==> src/rtl/ula_pkg.sv <==
// Package for the ULA video timing and DRAM sequencer.
// Holds payload structs, the tick descriptor passed front to back, and constants.
// No dependencies.
package ula_pkg;

    localparam int DEF_LAST_COLUMN = 447;
    localparam int DEF_LAST_LINE   = 311;
    localparam int CNT_W           = 9;
    localparam int QUEUE_DEPTH     = 2;

    localparam logic [12:0] ATTR_BASE  = 13'h1800;
    localparam logic [8:0]  VSYNC_ON   = 9'd248;
    localparam logic [8:0]  VSYNC_OFF  = 9'd252;
    localparam logic [8:0]  PIX_FIRST  = 9'd256;
    localparam logic [8:0]  PIX_END    = 9'd288;
    localparam logic [8:0]  CLEAR_COL  = 9'd319;
    localparam logic [8:0]  INT_END    = 9'd32;
    localparam logic [3:0]  PH_ATTR    = 4'h1;
    localparam logic [3:0]  PH_BITMAP  = 4'hE;
    localparam logic [3:0]  PH_LATCH_A = 4'h7;
    localparam logic [3:0]  PH_LATCH_B = 4'hB;

    typedef struct packed {
        logic [7:0] data_bus;
        logic       mreq_low;
        logic       write_low;
        logic       addr_bit14;
        logic       addr_bit15;
    } in_item_t;

    typedef struct packed {
        logic       rom_select_low;
        logic [6:0] dram_address;
        logic       ras_low;
        logic       cas_low;
        logic       we_low;
        logic       interrupt_low;
        logic       contention;
        logic       pixel_valid;
        logic [3:0] pixel_colour;
        logic [7:0] pixel_position;
        logic       last;
    } out_item_t;

    // One classified tick, as handed to the back part
    typedef struct packed {
        logic       rom_select_low;
        logic [6:0] dram_address;
        logic       ras_low;
        logic       cas_low;
        logic       we_low;
        logic       interrupt_low;
        logic       contention;
        logic       cap_wr;
        logic [5:0] cap_addr;
        logic [7:0] cap_data;
        logic       clear;
        logic       pix;
        logic [4:0] group;
        logic       flash;
    } tick_t;

endpackage

==> src/rtl/ula_front.sv <==
// Front part: counters, DRAM sequencing and classification of each tick.
// Depends on ula_pkg.
module ula_front #(
    parameter int LAST_COLUMN = ula_pkg::DEF_LAST_COLUMN,
    parameter int LAST_LINE   = ula_pkg::DEF_LAST_LINE
) (
    input  logic              clk,
    input  logic              rst_n,
    input  logic              push,
    output logic              full,
    input  ula_pkg::in_item_t in_item,
    output logic              tick_valid,
    input  logic              tick_ready,
    output ula_pkg::tick_t    tick
);
    import ula_pkg::*;

    localparam logic [CNT_W-1:0] LastCol  = CNT_W'(LAST_COLUMN);
    localparam logic [CNT_W-1:0] LastLine = CNT_W'(LAST_LINE);

    logic [8:0]  hc_reg, vc_reg;
    logic        int_reg, disp_reg, vs_reg, vsp_reg;
    logic [12:0] pix_addr_reg, attr_addr_reg;
    logic [7:0]  flash_reg;

    logic        take, p3, p2, p1, p0, cpu_ram_access, cpu_phase;
    logic [3:0]  phase;

    assign full       = !tick_ready;
    assign tick_valid = push;
    assign take       = push && tick_ready;
    assign phase      = hc_reg[3:0];
    assign {p3, p2, p1, p0} = phase;
    assign cpu_ram_access = !in_item.mreq_low && !in_item.addr_bit15 && in_item.addr_bit14;
    assign cpu_phase  = !p3 && (p2 || p1 || p0);

    // Classify the tick
    always_comb
    begin
        tick = '0;
        tick.rom_select_low = in_item.addr_bit15 | in_item.addr_bit14 | in_item.mreq_low;
        tick.ras_low = 1'b1;
        tick.cas_low = 1'b1;
        tick.we_low  = 1'b1;
        if (cpu_phase)
        begin
            if (p2 && !p1)
                tick.ras_low = !cpu_ram_access;
            if (p2 && p1 && !p0)
            begin
                tick.cas_low = !cpu_ram_access;
                tick.we_low  = !(cpu_ram_access && !in_item.write_low);
            end
        end
        else if (disp_reg)
        begin
            tick.ras_low = 1'b0;
            if (!p2)
            begin
                tick.dram_address = p0 ? pix_addr_reg[6:0] : {1'b0, pix_addr_reg[12:7]};
                tick.cas_low = !(p1 && !p0);
            end
            else
            begin
                tick.dram_address = p0 ? attr_addr_reg[6:0] : {1'b0, attr_addr_reg[12:7]};
                tick.cas_low = !(p1 && p0);
            end
        end
        else if (p3 && !p2 && !p1)
        begin
            tick.dram_address = hc_reg[6:0];
            tick.ras_low = 1'b0;
        end
        tick.interrupt_low = int_reg;
        tick.contention    = disp_reg && hc_reg[3] && !hc_reg[2];
        tick.cap_wr   = disp_reg && !hc_reg[8] && (phase == PH_ATTR || phase == PH_BITMAP);
        tick.cap_addr = {phase == PH_ATTR, hc_reg[7:3]};
        tick.cap_data = in_item.data_bus;
        tick.clear    = hc_reg == CLEAR_COL;
        tick.pix      = hc_reg >= PIX_FIRST && hc_reg < PIX_END;
        tick.group    = hc_reg[4:0];
        tick.flash    = flash_reg[4];
    end

    // Advance the counters on each accepted tick
    always_ff @(posedge clk or negedge rst_n)
    begin
        if (!rst_n)
        begin
            hc_reg        <= '0;
            vc_reg        <= '0;
            int_reg       <= 1'b1;
            disp_reg      <= 1'b1;
            vs_reg        <= 1'b1;
            vsp_reg       <= 1'b1;
            pix_addr_reg  <= '0;
            attr_addr_reg <= '0;
            flash_reg     <= '0;
        end
        else if (take)
        begin
            hc_reg <= (hc_reg == LastCol) ? '0 : hc_reg + 9'd1;
            if (hc_reg == LastCol)
                vc_reg <= (vc_reg == LastLine) ? '0 : vc_reg + 9'd1;
            if (vc_reg == VSYNC_ON && hc_reg == '0)
                int_reg <= 1'b0;
            if (vc_reg == VSYNC_ON && hc_reg == INT_END)
                int_reg <= 1'b1;
            if (vsp_reg && !vs_reg)
                flash_reg <= flash_reg + 8'd1;
            vsp_reg <= vs_reg;
            if (vc_reg == VSYNC_OFF)
                vs_reg <= 1'b1;
            else if (vc_reg == VSYNC_ON)
                vs_reg <= 1'b0;
            disp_reg <= !((vc_reg[7] && vc_reg[6]) || vc_reg[8] || hc_reg[8]);
            if (disp_reg && (phase == PH_LATCH_A || phase == PH_LATCH_B))
            begin
                pix_addr_reg  <= {vc_reg[7:6], vc_reg[2:0], vc_reg[5:3], hc_reg[7:3]};
                attr_addr_reg <= ATTR_BASE | {3'b000, vc_reg[7:6], vc_reg[5:3], hc_reg[7:3]};
            end
        end
    end
endmodule

==> src/rtl/ula_queue.sv <==
// Short queue of classified ticks between front and back parts.
// Depends on ula_pkg.
module ula_queue #(
    parameter int DEPTH = ula_pkg::QUEUE_DEPTH
) (
    input  logic           clk,
    input  logic           rst_n,
    input  logic           wr_valid,
    output logic           wr_ready,
    input  ula_pkg::tick_t wr_data,
    output logic           rd_valid,
    input  logic           rd_ready,
    output ula_pkg::tick_t rd_data
);
    import ula_pkg::*;

    localparam int AW = (DEPTH > 1) ? $clog2(DEPTH) : 1;

    tick_t             mem_reg [DEPTH];
    logic [AW-1:0]     wp_reg, rp_reg;
    logic [AW:0]       cnt_reg;
    logic              wr, rd;

    assign wr_ready = cnt_reg != (AW+1)'(DEPTH);
    assign rd_valid = cnt_reg != '0;
    assign rd_data  = mem_reg[rp_reg];
    assign wr       = wr_valid && wr_ready;
    assign rd       = rd_valid && rd_ready;

    // Hold entries
    always_ff @(posedge clk)
    begin
        if (wr)
            mem_reg[wp_reg] <= wr_data;
    end

    // Advance pointers
    always_ff @(posedge clk or negedge rst_n)
    begin
        if (!rst_n)
        begin
            wp_reg  <= '0;
            rp_reg  <= '0;
            cnt_reg <= '0;
        end
        else
        begin
            if (wr)
                wp_reg <= (wp_reg == AW'(DEPTH-1)) ? '0 : wp_reg + 1'b1;
            if (rd)
                rp_reg <= (rp_reg == AW'(DEPTH-1)) ? '0 : rp_reg + 1'b1;
            cnt_reg <= cnt_reg + (AW+1)'(wr) - (AW+1)'(rd);
        end
    end
endmodule

==> src/rtl/ula_back.sv <==
// Back part: capture store, pixel expansion and result output register.
// Depends on ula_pkg.
module ula_back (
    input  logic               clk,
    input  logic               rst_n,
    input  logic               tick_valid,
    output logic               tick_ready,
    input  ula_pkg::tick_t     tick,
    output logic               empty,
    input  logic               pop,
    output ula_pkg::out_item_t out_item
);
    import ula_pkg::*;

    logic [7:0]  store_reg [64];
    logic [63:0] wvalid_reg;
    logic [7:0]  bitmap_reg, attr_reg;
    tick_t       cur_reg;
    logic        busy_reg;
    logic [2:0]  k_reg;
    logic        ovalid_reg;
    out_item_t   out_reg;
    logic        slot_free, start, emit, colour_bit;
    logic [5:0]  bm_idx, at_idx;

    assign empty      = !ovalid_reg;
    assign out_item   = out_reg;
    assign slot_free  = !ovalid_reg || pop;
    assign tick_ready = !busy_reg;
    assign start      = tick_valid && !busy_reg;
    assign emit       = busy_reg && slot_free;
    assign bm_idx     = {1'b0, tick.group};
    assign at_idx     = {1'b1, tick.group};
    assign colour_bit = bitmap_reg[3'd7 - k_reg] ^ (attr_reg[7] & cur_reg.flash);

    // Capture store writes, and read of the group pair for each accepted tick
    always_ff @(posedge clk)
    begin
        if (start && tick.cap_wr)
            store_reg[tick.cap_addr] <= tick.cap_data;
        if (start)
        begin
            bitmap_reg <= wvalid_reg[bm_idx] ? store_reg[bm_idx] : 8'd0;
            attr_reg   <= wvalid_reg[at_idx] ? store_reg[at_idx] : 8'd0;
        end
        if (start)
            cur_reg <= tick;
    end

    // Track written entries; drop all at the clear column
    always_ff @(posedge clk or negedge rst_n)
    begin
        if (!rst_n)
            wvalid_reg <= '0;
        else if (start)
        begin
            if (tick.clear)
                wvalid_reg <= '0;
            else if (tick.cap_wr)
                wvalid_reg[tick.cap_addr] <= 1'b1;
        end
    end

    // Sequence results of one tick into the output register
    always_ff @(posedge clk or negedge rst_n)
    begin
        if (!rst_n)
        begin
            busy_reg   <= 1'b0;
            k_reg      <= '0;
            ovalid_reg <= 1'b0;
        end
        else
        begin
            if (pop && ovalid_reg)
                ovalid_reg <= 1'b0;
            if (start)
            begin
                busy_reg <= 1'b1;
                k_reg    <= '0;
            end
            else if (emit)
            begin
                ovalid_reg <= 1'b1;
                k_reg      <= k_reg + 3'd1;
                if (!cur_reg.pix || k_reg == 3'd7)
                    busy_reg <= 1'b0;
            end
        end
    end

    // Result payload
    always_ff @(posedge clk)
    begin
        if (emit)
        begin
            out_reg.rom_select_low <= cur_reg.rom_select_low;
            out_reg.dram_address   <= cur_reg.dram_address;
            out_reg.ras_low        <= cur_reg.ras_low;
            out_reg.cas_low        <= cur_reg.cas_low;
            out_reg.we_low         <= cur_reg.we_low;
            out_reg.interrupt_low  <= cur_reg.interrupt_low;
            out_reg.contention     <= cur_reg.contention;
            out_reg.pixel_valid    <= cur_reg.pix;
            out_reg.pixel_colour   <= cur_reg.pix ?
                {attr_reg[6], colour_bit ? attr_reg[2:0] : attr_reg[5:3]} : 4'd0;
            out_reg.pixel_position <= cur_reg.pix ? {cur_reg.group, k_reg} : 8'd0;
            out_reg.last           <= !cur_reg.pix || k_reg == 3'd7;
        end
    end
endmodule

==> src/rtl/ula_video_timing_dram_sequencer.sv <==
// Top level of the ULA video timing and DRAM sequencer.
// Depends on ula_pkg, ula_front, ula_queue and ula_back.
//
//  channel   handshake     payload
//  input     push / full   in_item  (ula_pkg::in_item_t)
//  result    empty / pop   out_item (ula_pkg::out_item_t)
//
// A tick is classified in the front and queued. The back takes one tick,
// registers its group pair from the capture store, then emits one result
// per cycle while its single-result output register is free: one for an
// ordinary tick, eight for a pixel tick (columns 256 to 287). Reset clears
// counters and store valid bits at once. Each side stalls on its own.
module ula_video_timing_dram_sequencer #(
    parameter int LAST_COLUMN = ula_pkg::DEF_LAST_COLUMN,
    parameter int LAST_LINE   = ula_pkg::DEF_LAST_LINE
) (
    input  logic               clk,
    input  logic               rst_n,
    input  logic               push,
    output logic               full,
    input  ula_pkg::in_item_t  in_item,
    output logic               empty,
    input  logic               pop,
    output ula_pkg::out_item_t out_item
);
    import ula_pkg::*;

    tick_t f_tick, b_tick;
    logic  f_valid, f_ready, b_valid, b_ready;

    ula_front #(.LAST_COLUMN(LAST_COLUMN), .LAST_LINE(LAST_LINE)) u_front (
        .clk, .rst_n, .push, .full, .in_item,
        .tick_valid(f_valid), .tick_ready(f_ready), .tick(f_tick)
    );

    ula_queue #(.DEPTH(QUEUE_DEPTH)) u_queue (
        .clk, .rst_n,
        .wr_valid(f_valid), .wr_ready(f_ready), .wr_data(f_tick),
        .rd_valid(b_valid), .rd_ready(b_ready), .rd_data(b_tick)
    );

    ula_back u_back (
        .clk, .rst_n,
        .tick_valid(b_valid), .tick_ready(b_ready), .tick(b_tick),
        .empty, .pop, .out_item
    );
endmodule
==> config.mk <==
export PLATFORM = sky130hd
export DESIGN_NAME = ula_video_timing_dram_sequencer
export DESIGN_NICKNAME = d
export VERILOG_FILES = /design/src/rtl/ula_pkg.sv /design/src/rtl/ula_front.sv /design/src/rtl/ula_queue.sv /design/src/rtl/ula_back.sv /design/src/rtl/ula_video_timing_dram_sequencer.sv
export SDC_FILE = /design/constraint.sdc
export NUM_CORES = 1
export LEC_CHECK = 0
export BUFFER_PORTS_ARGS = -buffer_cell sky130_fd_sc_hd__buf_2
export CORE_UTILIZATION = 35
export DETAILED_ROUTE_END_ITERATION = 16
export HOLD_SLACK_MARGIN = 0.03
export PLACE_DENSITY = 0.57
export SLEW_MARGIN = 25
export SYNTH_ARGS = -nofsm -noshare
export SYNTH_HDL_FRONTEND = slang
export SYNTH_HIERARCHICAL = 1
export SYNTH_SLANG_ARGS = --single-unit
==> constraint.sdc <==
create_clock -name clk -period 2.95 [get_ports clk]
set_clock_uncertainty 0.1 [all_clocks]
set_input_delay 0.885 -clock clk [delete_from_list [all_inputs] [get_ports clk]]
set_output_delay 0.885 -clock clk [all_outputs]
set_load 0.03 [all_outputs]
==> metrics.yaml, run 1 <==
avgSynthCellArea_um2: 17.9
min_period_ns: 2.86
io_pins: 45
layout-drive-gt1-share_pct: 26.2
clock-sinks: 761
cts_buffer_depth: 3
cts_tree: "yes"
clkTransAtPathRegs_ns: 0.06
status: "completed"
insertion_delay_ns: 0.62
finalSetupViolCount: 0
ys_seq_elements: 761
max-vdd-ir-drop_mv: 0.604
grtUsageTotal_pct: 16.5
startpoint_type: "register"
r2r-end: "u_back/bitmap_reg[6]"
drt-vias-per-instance: 5.23
postLayoutCoreUtil_pct: 40.9
power.share.clock_pct: 27.4
r2r_slack_ns: 0.09
cp_max_fo: 28
largest_reg_flops: 512
cp.required_ns: 3.21
place.gp.congestion: 0.827
cts_hold_buf: 0
cp.arrival_ns: 3.12
worst_pin_slew_ns: 0.902
ant_nets: 0
postCtsSetupBuffers: 0
synth_edf_count: 647
swShare_pct: 33.3
core.rowCount: 108
end_kind: "register"
final_common_cell: "edfxtp_1"
regToRegStartpoint: "u_queue/rp_reg"
pwr-share-seq_pct: 40.2
max_freq_mhz: 350
drc: 0
synth_flop_cell: "edfxtp_1"
root_buffer: "clkbuf_16"
switchingPower_w: 0.0119
cpPeakStageDelay_ns: 0.54
slowest_stage: "mux2_8"
grt_max_degree: 65
nFillCells: 7816
syn_area_um2: 30800
die_y_um: 299
hp-class: "primary input to async pin"
die_area_um2: 89200
grt_pass1_vias: 16600
power.total_w: 0.0358
core-area_um2: 87000
hold_violations: 0
grt_setup_unrepaired: "true"
die_w_um: 299
grt_pass1_wl_mm: 110
routed_wl_mm: 73.4
combPwrFrac_pct: 32.5
maxCapViolCount: 0
power_density_nw_per_um2: 1000
cts_buffers: 79
layout_common_cells: "edfxtp_1, mux2i_1, buf_4, dfrtp_1, nor2_1"
synth_cells: 1724
timing.final.crit_share_pct: 96.8
numPortBuffers: 44
path_class: "register to register"
ys.warnings.count: 6
yosysUniqueCellTypes: 64
initial_core_util_pct: 35.4
antennaDiodeCount: 0
maxSlewViolCount: 0
slew_headroom_pct: 39.7
setup-tns-final_ns: 0
async_flop_share_pct: 15.0
grt_antenna_before_repair: 1
dp.final_hpwl_mm: 46.8
p_int_w: 0.0239
cp_cell_sequence: "mux2_8, buf_6, mux2i_1, a22oi_1, nand3_1, nand4_2, and3_1"
wire_per_inst_um: 23.7
ys_seq_area_share_pct: 72.4
area_delta_synth_final_pct: 15.7
first_pass_iters: 5
leakagePower_nw: 12.7
grt_overflow: 0
reg2reg_depth: 7
first_iter_violations: 1629
nets: 1911
synth.net_count: 1750
htree_levels: 3
num_vias: 16200
-- what timing repair did --
| action | CTS | global route |
|---|---|---|
| resized for setup | 0 | 13 |
| pin swaps | 0 | 1 |
| endpoints found under the setup margin | 116 | 172 |
-- layout make-up --
type,instances,area [um2],share of cell area (%)
clock inverters,34,319,0.896
repair buffers,192,1570,4.40
multi-input cells,839,7720,21.7
well taps,1155,1450,4.06
inverters,12,45.0,0.126
clock buffers,109,2230,6.27
flip-flops and latches,761,22300,62.6
-- worst max path at each step --
stage / start / end / cells after the start
2_1_floorplan: u_queue/cnt_reg[0] / u_back/store_reg[63][0] / 6
3_3_place_gp: u_queue/rp_reg / u_back/store_reg[24][2] / 6
4_1_cts: u_queue/rp_reg / u_back/store_reg[42][2] / 6
6_report: u_queue/rp_reg / u_back/bitmap_reg[6] / 7
3_5_place_dp: u_queue/rp_reg / u_back/store_reg[58][2] / 6
5_1_grt: u_queue/rp_reg / u_back/attr_reg[1] / 8
-- synthesized netlist by cell type (25+ instances only) --
cell      count  area share (%)
dfrtp_1     110             8.9
mux4_2       70             5.1
nand3_1      34            0.55
buf_4        26            0.63
mux2i_1     160             5.2
mux2_2       54             2.0
a22oi_1      30            0.73
nand2_1      40            0.49
clkbuf_1     38            0.46
o21a_1       65             1.6
o21ai_0      50            0.81
a221oi_2     38             1.9
a21oi_1      25            0.41
edfxtp_1    647              63
nor2_1       94             1.1
-- per-stage QoR --
| step | cells | cell area (um2) | worst slack, ns | hold slack (ns) |
|---|---|---|---|---|
| after CTS | 3102 | 35600 | -0.0795 | 0.138 |
| after global placement | 2959 | 33000 | 0.00467 | 0.311 |
| after floorplan | 1724 | 30800 | 0.0826 | 0.300 |
| after global routing | 3102 | 35600 | -0.0120 | 0.159 |
| final | 3102 | 35600 | 0.0944 | 0.150 |
| after detailed placement | 2959 | 33000 | -0.0224 | 0.307 |
-- per-layer routing --
| layer | vias to the layer above | part of all wire (%) | global-route usage [%] |
|---|---|---|---|
| met4 | 0 | 1.8 | 4.58 |
| met5 | - | 0 | 0 |
| li1 | 7161 | - | - |
| met2 | 458 | 48 | 26.5 |
| met1 | 8524 | 45 | 23.3 |
| met3 | 85 | 5.4 | 2.49 |
-- worst max-delay path, delay by kind of cell, from the launching register on --
family | cells | cell delay, ns
muxes | 2 | 0.84
and+or+nand+nor | 3 | 0.70
DFF | 1 | 0.47
buffers and inverters | 1 | 0.27
AOI/OAI and AO/OA | 1 | 0.19
-- logic make-up (layout without fill, tap and decap cells) --
family	after synthesis	count (layout)	synth area share [%]
flip-flops	761	761	72.4
AO/OA/AOI/OAI	265	265	7.09
multiplexers	284	284	12.3
adder cells (fa/ha/maj)	10	10	0.406
buffers and inverters	124	347	2.77
AND/OR/NAND/NOR	265	265	4.66
XOR/XNOR	15	15	0.427
-- power groups by stage --
stage | sequential, W | combinational, W | clock (W)
global route | 0.0145 | 0.0124 | 0.0104
detailed placement | 0.0146 | 0.0116 | 0
floorplan | 0.0146 | 0.00746 | 0
global placement | 0.0146 | 0.0115 | 0
CTS | 0.0144 | 0.0116 | 0.0100
finish | 0.0144 | 0.0116 | 0.00978
Note: power is estimated with default switching activity, not from simulation.
==> run 2: changes to the inputs <==
- CTS_BUF_LIST: unset -> sky130_fd_sc_hd__clkbuf_4 sky130_fd_sc_hd__clkbuf_8
- SETUP_SLACK_MARGIN: unset -> 0.3
==> metrics.yaml, run 2 (synthesized netlist as in run 1, its figures left out) <==
status: "completed"
initial_core_util_pct: 35.4
wire_per_inst_um: 22.6
leakagePower_nw: 13.0
cp_max_fo: 32
startpoint_type: "register"
max-vdd-ir-drop_mv: 0.672
place.gp.congestion: 0.822
die_y_um: 299
slew_headroom_pct: 45.9
hp-class: "primary input to register"
die_w_um: 299
first_iter_violations: 1340
die_area_um2: 89200
maxSlewViolCount: 0
maxCapViolCount: 0
root_buffer: "clkbuf_8"
largest_reg_flops: 512
pwr-share-seq_pct: 39.4
path_class: "register to register"
power_density_nw_per_um2: 1000
insertion_delay_ns: 0.74
cp.arrival_ns: 3.23
timing.final.crit_share_pct: 92.7
core.rowCount: 108
cts_buffer_depth: 3
power.share.clock_pct: 26.4
drt-vias-per-instance: 5.14
num_vias: 16500
grt_max_degree: 65
clkTransAtPathRegs_ns: 0.06
grt_antenna_before_repair: 3
finalSetupViolCount: 0
cts_tree: "yes"
area_delta_synth_final_pct: 17.8
grt_overflow: 0
combPwrFrac_pct: 34.3
p_int_w: 0.0241
nets: 1968
layout_common_cells: "edfxtp_1, mux2i_1, buf_4, clkbuf_8, dfrtp_1"
layout-drive-gt1-share_pct: 31.9
cts_buffers: 117
core-area_um2: 87000
hold_violations: 0
final_common_cell: "edfxtp_1"
io_pins: 45
swShare_pct: 33.7
dp.final_hpwl_mm: 44.8
grt_pass1_vias: 17200
first_pass_iters: 5
grt_pass1_wl_mm: 108
dpl_cell_area_um2: 32900
worst_pin_slew_ns: 0.812
drc: 0
max_freq_mhz: 366
routed_wl_mm: 72.4
numPortBuffers: 44
htree_levels: 3
min_period_ns: 2.73
setup-tns-final_ns: 0
ant_nets: 0
switchingPower_w: 0.0123
grtUsageTotal_pct: 16.1
cp.required_ns: 3.44
end_kind: "register"
grt_setup_unrepaired: "true"
nFillCells: 7828
design_area_um2: 36300
clock-sinks: 761
==> run 2: cell types whose count changed in the layout (fill, tap and decap cells not counted), moves of 13 or more <==
cell / previous run / this run
clkbuf_8: 10 / 128
clkbuf_1: 18 / 0
clkinv_2: 9 / 28
clkbuf_16: 81 / 3
clkinv_1: 12 / 25
clkbuf_4: 0 / 26
==> run 2: layer usage <==
metal,routed length (um),vias to the layer above,part of all wire (%),global-route usage (%)
li1,-,7314,-,-
met1,31000,8587,43,20.9
met2,36200,435,50,27.4
met3,3410,129,4.7,2.71
met4,1750,0,2.4,5.31
met5,0,-,0,0
==> run 2: power by group through the flow <==
stage / logic, W / registers, W / clock network (W)
floorplan: 0.00746 / 0.0146 / 0
global placement: 0.0112 / 0.0145 / 0
detailed placement: 0.0114 / 0.0145 / 0
CTS: 0.0119 / 0.0143 / 0.00981
global route: 0.0132 / 0.0144 / 0.0103
finish: 0.0125 / 0.0143 / 0.00959
==> run 2: path summary, 6_finish.rpt <==
| path | start | endpoint | slack, ns | depth (start not counted) |
|---|---|---|---|---|
| min in group asynchronous | rst_n | u_queue/cnt_reg[1] | 0.52 | 2 |
| max in group asynchronous | rst_n | u_front/disp_reg | 1.52 | 3 |
| worst min-delay path | in_item[4] | u_queue/mem_reg[1][8] | 0.24 | 1 |
| worst max-delay path | u_queue/rp_reg | u_back/bitmap_reg[1] | 0.22 | 7 |
| worst max register to register | u_queue/rp_reg | u_back/bitmap_reg[1] | 0.22 | 7 |
| worst min register to register | u_back/cur_reg[31] | u_back/out_item[22] | 0.32 | 0 |
==> run 2: what timing repair did <==
item	4_1_cts	5_1_grt
gates cloned	1	4
hold endpoints to repair	20	0
pin swaps	1	23
setup endpoints to repair	299	416
gates resized for setup	40	48
hold buffers	1	0
setup buffers	11	12
==> run 2: layout make-up <==
class	instances	area, um2	area share, %
clock inverters	70	658	1.81
repair buffers	209	1810	5.00
inverters	12	48.8	0.135
multi-input cells	841	8060	22.2
well taps	1155	1450	3.98
flip-flops and latches	761	22300	61.4
diodes	1	2.50	0.00690
clock buffers	154	1960	5.39
==> run 2: stage by stage <==
stage,worst slack (ns),total power [W],utilization [%],hold WS (ns),cells
2_1_floorplan,0.304,0.0221,-,0.300,1724
3_3_place_gp,-0.0195,0.0257,37.8,0.308,2949
3_5_place_dp,-0.0451,0.0258,37.8,0.309,2949
4_1_cts,0.218,0.0360,41.2,0.185,3186
5_1_grt,0.149,0.0379,41.7,0.197,3203
6_report,0.216,0.0364,41.7,0.245,3203
==> run 2: critical path: stages, from the launching register on <==
cell      delay (ns)
dfrtp_2         0.50
mux2_2          0.45
and2_4          0.26
buf_12          0.20
a221oi_4        0.36
o21ai_0         0.20
a21oi_2         0.28
o211a_1         0.17
==> run 3: changes to the inputs <==
- GPL_TIMING_DRIVEN: unset -> 0
- MAX_ROUTING_LAYER: unset -> met4
- RECOVER_POWER: unset -> 25
==> metrics.yaml, run 3 (synthesized netlist as in run 1, its figures left out) <==
numPortBuffers: 36
cp_max_fo: 11
reg2reg_depth: 11
clock-sinks: 761
grtUsageTotal_pct: 18.7
first_iter_violations: 1506
initial_core_util_pct: 35.4
maxSlewViolCount: 0
ant_nets: 0
io_pins: 45
grt_setup_unrepaired: "true"
path_class: "register to register"
place.gp.congestion: 0.925
drc: 0
final_common_cell: "edfxtp_1"
die_w_um: 299
core.rowCount: 108
grt_pass1_wl_mm: 118
die_y_um: 299
startpoint_type: "register"
clkTransAtPathRegs_ns: 0.06
grt_overflow: 0
grt_pass1_vias: 17500
maxCapViolCount: 0
nets: 2019
layout-drive-gt1-share_pct: 37.5
finalSetupViolCount: 0
num_vias: 17100
cp.arrival_ns: 3.40
insertion_delay_ns: 0.73
wire_per_inst_um: 25.0
design_area_um2: 38000
multi_input_area_um2: 8920
layout_common_cells: "edfxtp_1, mux2i_1, clkbuf_8, dfrtp_1, buf_12"
core-area_um2: 87000
hold_violations: 0
drt-vias-per-instance: 5.28
dpl.cell_count: 2918
cp.required_ns: 3.45
die_area_um2: 89200
area_delta_synth_final_pct: 23.4
power_density_nw_per_um2: 995
setup-tns-final_ns: 0
root_buffer: "clkbuf_8"
dpl_cell_area_um2: 32600
min_period_ns: 2.90
grt_max_degree: 68
htree_levels: 3
cts_buffer_depth: 3
worst_pin_slew_ns: 1.35
cts_buffers: 114
stdcell_count: 3243
max_freq_mhz: 344
max-vdd-ir-drop_mv: 0.615
slew_headroom_pct: 10.3
status: "completed"
register_area_um2: 22300
grt_antenna_before_repair: 1
holdWs_ns: 0.295
routed_wl_mm: 81.1
first_pass_iters: 5
end_kind: "register"
largest_reg_flops: 512
cts_tree: "yes"
hp-class: "primary input to register"
timing.final.crit_share_pct: 98.5
min_delay_path_depth: 1
nFillCells: 7556
power.total_w: 0.0378
leakagePower_nw: 13.3
dp.final_hpwl_mm: 50.8
## run 3: where the power goes
part | switching [W] | internal [W] | total, W
logic | 0.00911 | 0.00573 | 0.0148
registers | 0.000491 | 0.0138 | 0.0143
clock network | 0.00396 | 0.00468 | 0.00863
## run 3: path summary, 6_finish.rpt
check | from | end | slack, ns
setup / recovery | u_queue/rp_reg | u_back/attr_reg[3] | 0.05
hold / removal | in_item[5] | u_queue/mem_reg[1][9] | 0.30
setup reg to reg | u_queue/rp_reg | u_back/attr_reg[3] | 0.05
hold reg to reg | u_back/cur_reg[32] | u_back/out_item[23] | 0.32
max in group asynchronous | rst_n | u_back/wvalid_reg[54] | 0.83
min in group asynchronous | rst_n | u_back/ovalid_reg | 0.91
## run 3: routing by layer
layer  vias up  routed length [um]  track usage (%)
met5         -                   0                -
met3       141                5130             3.58
met4         0                2340             5.74
met2       612               40600             30.3
met1      8958               33000             23.6
li1       7421                   -                -
## run 3: cell type report
cell class / instances / area share (%)
diodes: 1 / 0.00658
plain buffers: 112 / 2.86
clock buffers: 152 / 4.96
clock inverters: 58 / 1.08
inverters: 12 / 0.132
multi-input cells: 845 / 23.5
flip-flops and latches: 761 / 58.6
well taps: 1155 / 3.80
repair buffers: 146 / 5.03
repair inverters: 1 / 0.0198
## run 3: what timing repair did
item / CTS / global route
setup endpoints to repair: 593 / 585
gates cloned: 10 / 3
pin swaps: 87 / 62
setup buffers: 69 / 31
hold endpoints to repair: 43 / 0
resized for setup: 331 / 64
hold buffers: 1 / 0
## run 3: stage by stage
stage                     utilization, %  setup WS [ns]
final                               43.7         0.0450
after global routing                43.7       -0.00838
after CTS                           42.8         0.0412
after detailed placement            37.4         -0.941
after global placement              37.3          -1.01
after floorplan                        -          0.304
## run 3: worst max-delay path: stages, from the launching register on
cell and delay (ns):
dfrtp_1 0.39, buf_8 0.13, buf_12 0.12, mux2_4 0.31, buf_12 0.15, buf_12 0.16, buf_12 0.17, mux2i_1 0.12
a221oi_1 0.63, o21ai_0 0.19, nand3_1 0.14, and3_1 0.16
